### config.mk
export PLATFORM = sky130hd
export DESIGN_NAME = pq15_palette
export DESIGN_NICKNAME = d
export VERILOG_FILES = /design/src/rtl/core/pq15_pkg.sv /design/src/rtl/core/pq15_palette.sv
export SDC_FILE = /design/constraint.sdc
export NUM_CORES = 2
export LEC_CHECK = 0
export BUFFER_PORTS_ARGS = -buffer_cell sky130_fd_sc_hd__buf_2
export CORE_UTILIZATION = 45
export DETAILED_ROUTE_END_ITERATION = 10
export PLACE_DENSITY = 0.7
export SYNTH_ARGS = -nofsm -noshare
export SYNTH_HDL_FRONTEND = slang
export SYNTH_SLANG_ARGS = --single-unit
export TNS_END_PERCENT = 1
### constraint.sdc
create_clock -name clk -period 11.1 [get_ports clk]
set_input_delay 1.11 -clock clk [delete_from_list [all_inputs] [get_ports clk]]
set_output_delay 1.11 -clock clk [all_outputs]
set_load 0.01 [all_outputs]
### src/rtl/core/pq15_pkg.sv
// Package for the 15-bit palette quantizer: widths, storage words, control types
// and the channel conversion and color distance functions.
// No dependencies; every other file of the block imports it.
`default_nettype none

package pq15_pkg;

	// Field and storage widths.
	localparam int PAL_ENTRIES_DEF = 16;
	localparam int IDX_W           = 4;
	localparam int CH_W            = 5;
	localparam int KEY_W           = 3 * CH_W;
	localparam int COLOR_W         = 16;
	localparam int PIX_W           = 8;
	localparam int NF_W            = 5;
	localparam int THR_W           = 8;
	localparam int DIST_W          = 10;
	localparam int EPOCH_W         = 8;
	localparam int MAP_AW          = KEY_W;
	localparam int MAP_DEPTH       = 1 << MAP_AW;

	localparam logic [THR_W-1:0]  THR_RESET  = 8'd10;
	localparam logic [DIST_W-1:0] DIST_START = 10'd255;

	// One color map word: the image epoch it was written in, a valid flag and the index.
	typedef struct packed {
		logic [EPOCH_W-1:0] epoch;
		logic               valid;
		logic [IDX_W-1:0]   idx;
	} map_word_t;

	// Palette write request.
	typedef struct packed {
		logic               en;
		logic [IDX_W-1:0]   idx;
		logic [COLOR_W-1:0] color;
	} pal_wr_t;

	// Nearest entry found by the palette search.
	typedef struct packed {
		logic [DIST_W-1:0] distance;
		logic [IDX_W-1:0]  idx;
	} best_t;

	typedef enum logic [0:0] {
		ST_RUN,
		ST_SWEEP
	} ctl_state_t;

	// c*31/255, done as x - x/256 rounding: floor(x/255) = (x + x/256 + 1) / 256.
	function automatic logic [CH_W-1:0] narrow5(input logic [PIX_W-1:0] c);
		logic [12:0] x;
		logic [13:0] s;
		x = {c, 5'b0} - {5'b0, c};
		s = {1'b0, x} + {9'b0, x[12:8]} + 14'd1;
		return s[12:8];
	endfunction

	// v*255/31 = 8v + floor(7v/31); the division uses the reciprocal 265/8192.
	function automatic logic [PIX_W-1:0] widen8(input logic [CH_W-1:0] v);
		logic [7:0]  n;
		logic [15:0] m;
		n = {v, 3'b0} - {3'b0, v};
		m = {8'b0, n} * 16'd265;
		return {v, 3'b0} + {5'b0, m[15:13]};
	endfunction

	function automatic logic [PIX_W-1:0] absdiff8(input logic [PIX_W-1:0] a,
		input logic [PIX_W-1:0] b);
		return (a > b) ? (a - b) : (b - a);
	endfunction

	// Manhattan distance between two packed colors, on expanded channels.
	function automatic logic [DIST_W-1:0] color_distance(input logic [KEY_W-1:0] key,
		input logic [COLOR_W-1:0] col);
		logic [PIX_W-1:0] dr;
		logic [PIX_W-1:0] dg;
		logic [PIX_W-1:0] db;
		dr = absdiff8(widen8(key[4:0]), widen8(col[4:0]));
		dg = absdiff8(widen8(key[9:5]), widen8(col[9:5]));
		db = absdiff8(widen8(key[14:10]), widen8(col[14:10]));
		return {2'b0, dr} + {2'b0, dg} + {2'b0, db};
	endfunction

endpackage

`default_nettype wire

### src/rtl/core/pq15_palette.sv
// Palette registers with the nearest-entry search: distances are registered,
// then reduced by a compare tree. Depends on pq15_pkg.
`default_nettype none

module pq15_palette
	import pq15_pkg::*;
#(
	parameter int ENTRIES = PAL_ENTRIES_DEF
)(
	input  wire logic             clk,
	input  wire logic             arst_n,
	input  wire logic             clr,
	input  wire pal_wr_t          wr,
	input  wire logic [KEY_W-1:0] key,
	input  wire logic             dist_ld,
	output best_t                 best
);

	localparam int ENTRY_AW = $clog2(ENTRIES);
	localparam int LEVELS   = $clog2(ENTRIES);
	localparam int LEAVES   = 1 << LEVELS;

	logic [COLOR_W-1:0] pal_q [ENTRIES];
	logic [DIST_W-1:0]  dist_s2 [1:ENTRIES-1];
	best_t              node [LEVELS+1][LEAVES];

	// Palette storage; a clear for a new image wins over a write in the same cycle.
	always_ff @(posedge clk or negedge arst_n) begin
		if (!arst_n) begin
			for (int p = 0; p < ENTRIES; p++) begin
				pal_q[p] <= '0;
			end
		end else if (clr) begin
			for (int p = 0; p < ENTRIES; p++) begin
				pal_q[p] <= '0;
			end
		end else if (wr.en) begin
			pal_q[wr.idx[ENTRY_AW-1:0]] <= wr.color;
		end
	end

	// Distance of the key to every searched entry, one per lane.
	always_ff @(posedge clk) begin
		if (dist_ld) begin
			for (int p = 1; p < ENTRIES; p++) begin
				dist_s2[p] <= color_distance(key, pal_q[p]);
			end
		end
	end

	// Minimum tree. Leaf 0 stands for the start value, so a tie or nothing
	// below it keeps the lower index; unused leaves never win.
	always_comb begin
		for (int l = 0; l <= LEVELS; l++) begin
			for (int i = 0; i < LEAVES; i++) begin
				node[l][i] = '{distance: '1, idx: '0};
			end
		end
		node[0][0] = '{distance: DIST_START, idx: '0};
		for (int p = 1; p < ENTRIES; p++) begin
			node[0][p] = '{distance: dist_s2[p], idx: IDX_W'(p)};
		end
		for (int l = 0; l < LEVELS; l++) begin
			for (int i = 0; i < (LEAVES >> (l + 1)); i++) begin
				if (node[l][2*i].distance <= node[l][2*i+1].distance) begin
					node[l+1][i] = node[l][2*i];
				end else begin
					node[l+1][i] = node[l][2*i+1];
				end
			end
		end
		best = node[LEVELS][0];
	end

endmodule

`default_nettype wire

# ---- Word-level counts from Yosys, hierarchy flattened
# Memory sizes are Yosys's and may differ from the RTL's.
# Cells that the tools add are included.
dict set report op_classes {
  add_sub_neg 216
  n_mul 48
  n_lt_le_gt_ge 62
  muxes 67
  bitwise_logic 1
  reduce_logical 2
}
# operator n
set op_table {}
lappend op_table {{$mul 8x9->16 const B} 48}
lappend op_table {{$sub 8x8->8} 90}
lappend op_table {{$mux 256} 2}
lappend op_table {{$add 8x3->8} 48}
lappend op_table {{$sub 8x5->8} 48}
lappend op_table {{$gt 8x8->1} 45}
lappend op_table {{$mux 8} 45}
lappend op_table {{$bwmux 256} 1}
lappend op_table {{$mux 14} 15}
lappend op_table {{$add 9x8->10} 15}
lappend op_table {{$le 10x10->1} 14}
lappend op_table {{$add 8x8->9} 15}
lappend op_table {{$demux 16 s4} 1}
lappend op_table {{$mux 16} 1}
lappend op_table {{$le 8x10->1 const A} 1}
lappend op_table {{$ge 5x5->1 const B} 1}
lappend op_table {{$lt 5x1->1 const B} 1}
lappend op_table {{$not 4->5} 1}
lappend op_table {{$mux 1} 2}
lappend op_table {{$reduce_bool 2->1} 1}
lappend op_table {{$logic_and 1x1->1} 1}
dict set report totals {
  regBits 256
  ramBits 150
  input_bits 40
  n_memories 1
}
# memory depth width rd rd_clocked_by_memory_dff wr line
set memory_table {}
lappend memory_table {dist_s2 15 10 15 0 15 pq15_palette.sv:24} ;# logic [DIST_W-1:0] dist_s2 [1:ENTRIES-1];

# ---- Longest topological paths before layout
# An unclocked memory read counts as a cell.
dict set report logic_depth {
  word_depth 9
  mapped_depth 43
  depth_no_buf 42
}

# ---- Worst setup path before layout
# Ideal clock, no wire load.
dict set report synth_timing {
  path_type {input port to flip-flop}
  startpoint {in key[8]}
  endpoint {reg, netlist name dist_s2[0][78]}
  setup_ps 262
  arrival_ps 12173
  path_slack_ps -1335
  cell_stages 37
  n_path_buf 0
  path_cell_list {inv_1 -> ha_1 -> nor4b_1 -> o21ai_0 -> nand2_1 -> xnor2_1 -> inv_1 -> ha_1 -> fa_1 -> ha_1 -> ha_1 -> a31o_2 -> a21o_1 -> a21o_1 -> a21oi_1 -> nor2b_1 -> a21oi_1 -> xnor2_1 -> inv_1 -> fa_1 -> a21o_1 -> a21oi_1 -> o22ai_1 -> o22a_1 -> mux2i_1 -> a221o_1 -> a221o_1 -> xnor2_1 -> fa_1 -> inv_1 -> ha_1 -> a21oi_1 -> o21ai_0 -> a21oi_1 -> o21bai_1 -> a21oi_1 -> xor2_1}
}
# item line
set synth_rtl {}
lappend synth_rtl {{start: declaration} pq15_palette.sv:14} ;# input wire logic [KEY_W-1:0] key,

==> metrics.md <==
| Metric | Value |
|---|---|
| Critical Path Source Type | `flip-flop` |
| CTS tree | `yes` |
| Fin crit period | `10.57 ns` |
| First-pass GRT wire length | `384 mm` |
| Most common cell after layout, fill and taps aside | `ha_1` |
| Worst slew pin tran | `1.26 ns` |
| Slew Limit Headroom | `16.0%` |
| Drt via density | `5.81` |
| Netlist Area Pre-Place | `0.0793 mm^2` |
| Status | `complete, no violations` |
| Nets | `11.5k` |
| Largest net degree at the start of global routing | `95` |
| Total negative slack | `0 ns` |
| # port buffers | `52` |
| Primary FF master, synth | `dfrtp_1` |
| Crit-path max cell delay | `0.47 ns` |
| Reg2reg start | `pal_q[13]$_DFFE_PN0P_` |
| Clock tree buffer depth | `3` |
| Pleak | `44.6 nW` |
| Layout cell share with drive strength beyond 1 | `5.39%` |
| Vias | `66.7k` |
| Fill cell count | `16.4k` |
| Net Sw Frac | `52.4%` |
| Yosys cell types | `95` |
| Slowest cell on crit path | `mux2i_2` |
| Top post-synthesis cells by area | `ha_1, dfrtp_1, fa_1` |
| Sink Count | `375` |
| Period utilization | `95.3%` |
| Setup crit end kind | `primary output` |
| Die area | `0.178 mm^2` |
| Worst vdd ir | `771 uV` |
| Routed Wire Length | `253 mm` |
| Max Cap Viol | `0` |
| Seq pwr share | `11.5%` |
| Internal | `0.0100 W` |
| CP max FO | `18` |
| P_sw | `0.0111 W` |
| DR pass1 iterations | `6` |
| Final Max Tran Viols | `0` |
| GP Congestion | `0.965` |
| Num CTS Buffers | `51` |
| Antenna violations before repair | `21` |
| Syn Area/Cell | `8.74 um^2` |
| Cell Rows | `153` |
| Yosys warning count | `0` |
| Grt ovf | `0` |
| Power per Cell Area | `249 mW/mm^2` |
| H-tree depth | `2` |
| I/O Pins | `54` |
| Initial Utilization | `45.5%` |
| Final setup fails | `0` |
| Layout Area Growth over Synthesis | `6.94%` |
| Total GRT Usage | `27.8%` |
| Clk_lat worst skew | `0.67 ns` |
| Fmax | `94.6 MHz` |
| Chip Height | `422 um` |
| Syn Inst Count | `9074` |
| Final clock skew | `0.0255 ns` |
| Post-synth top area share | `32.3%` |
| Comb power frac | `79.7%` |
| Asr flop ratio synth | `60.0%` |
| Post-DP HPWL | `193 mm` |
| Worst Path Arrival | `9.46 ns` |
| #FFs+latches synth | `375` |
| CP Class | `reg -> out` |
| Worst-path clk slew | `0.06 ns` |
| DR WL/cell | `22.1 um` |
| Number of remaining DRC errors | `0` |
| Final hold vios | `0` |
| Detail Route Antenna Nets | `0` |
| Post-synth top area cell | `ha_1` |
| CP Data Required Time | `9.99 ns` |
| Part of the power in the clock network | `8.8%` |
| HP Class | `in -> async` |
| Core footprint | `0.174 mm^2` |
| Hold_ws | `0.391 ns` |
| EDFF count, synth | `150` |
| Commonest non-fill, non-tap cells in the layout | `ha_1, inv_1, a21oi_1` |
| Sequential area share after synthesis | `12.8%` |
| Crit path from | `dist_s2[0][125]$_DFFE_PP_` |
| DRT iter0 DRCs | `5193` |
| Vias in the first global route | `66.5k` |
| Chip width | `422 um` |
| Root buf cell | `clkbuf_16` |
[registers in the layout, summed over array words and instances (netlist names)]
name and cells:
dist_s2 150, pal_q 225
[critical path, delay by kind of cell, from the launching register on]
family          cells  cell delay [ns]
compound gates     20             3.82
fa+ha+maj           4             1.28
buf+inv             6             1.31
flops               1             0.46
mux                 2             0.62
simple gates        6             1.31
[Yosys cell counts (20+ instances only)]
cell,instances
clkbuf_1,171
a211oi_1,81
nor2_1,253
a221oi_1,29
and2_1,28
dfrtp_1,225
fa_1,273
nand3_1,121
mux2i_1,259
inv_1,1174
a311oi_1,21
o21a_1,58
edfxtp_1,150
o21ai_0,291
nand2_1,697
nor3_1,105
nor2b_1,140
maj3_1,45
a31o_2,35
nand2b_1,73
xor2_1,220
o21bai_1,132
a21oi_1,760
a31oi_1,117
a21o_1,345
o211ai_1,27
mux2_2,121
nand4_1,125
xnor2_1,597
ha_1,2050
a211o_1,20
a21boi_0,36
and3_1,33
[through the flow]
| step | power [W] | util, % | instance area (um^2) | instances | worst slack [ns] |
|---|---|---|---|---|---|
| 2_1_floorplan | 0.0133 | - | 79400 | 9075 | 0.105 |
| 3_3_place_gp | 0.0188 | 47.5 | 82900 | 11400 | 0.593 |
| 3_5_place_dp | 0.0190 | 47.5 | 82900 | 11400 | 0.436 |
| 4_1_cts | 0.0210 | 48.6 | 84700 | 11500 | 0.142 |
| 5_1_grt | 0.0228 | 48.6 | 84800 | 11500 | -0.0106 |
| 6_report | 0.0211 | 48.6 | 84800 | 11500 | 0.525 |
[power groups by stage]
stage	Combinational (W)	Clock, W	Sequential, W
floorplan	0.0110	0	0.00230
global placement	0.0164	0	0.00243
detailed placement	0.0166	0	0.00243
CTS	0.0167	0.00188	0.00241
global route	0.0185	0.00193	0.00245
finish	0.0168	0.00186	0.00242
[final timing paths]
path                                        endpoint  slack (ns)  cells past startpoint
max                                         best[11]        0.53                     38
min                           pal_q[118]$_DFFE_PN0P_        0.39                      1
max reg2reg                dist_s2[0][159]$_DFFE_PP_        2.04                     40
min reg2reg                   pal_q[137]$_DFFE_PN0P_        0.52                      2
max in group asynchronous     pal_q[227]$_DFFE_PN0P_        8.55                      3
min in group clk              pal_q[137]$_DFFE_PN0P_        0.52                      2
[cells by family after synthesis]
group	share of synthesized area (%)
xor+xnor	9.06
flops	12.8
compound gates	17.1
fa+ha+maj	39.8
mux	4.99
other cells	0.00473
buf+inv	6.53
simple gates	9.68
[layout make-up]
type                       count  area [um^2]  area share, %
tap                         2325         2910           3.43
timing repair buffer         175         1240           1.47
inverter                    1175         4410           5.20
antenna                       11         27.5         0.0324
multi-input combinational   7329        64300           75.8
clock inverter                33          423          0.499
clock buffer                  62         1400           1.65
sequential                   375        10100           11.9
[repair_timing]
item / 4_1_cts / 5_1_grt
buffers inserted: 0 / 2
hold endpoints to repair: 0 / 0
hold buffers: 0 / 0
pin swaps: 0 / 1
gates resized for setup: 4 / 15
setup endpoints to repair: 10 / 13
[routing by layer]
metal / vias up / wire length [um] / GRT usage, %
met4: 8 / 20400 / 19.4
met1: 32000 / 101000 / 33.7
met5: - / 48 / 0
met2: 2166 / 114000 / 45.6
met3: 614 / 17200 / 3.62
li1: 31900 / - / -
Note: power is estimated with default switching activity, not from simulation.
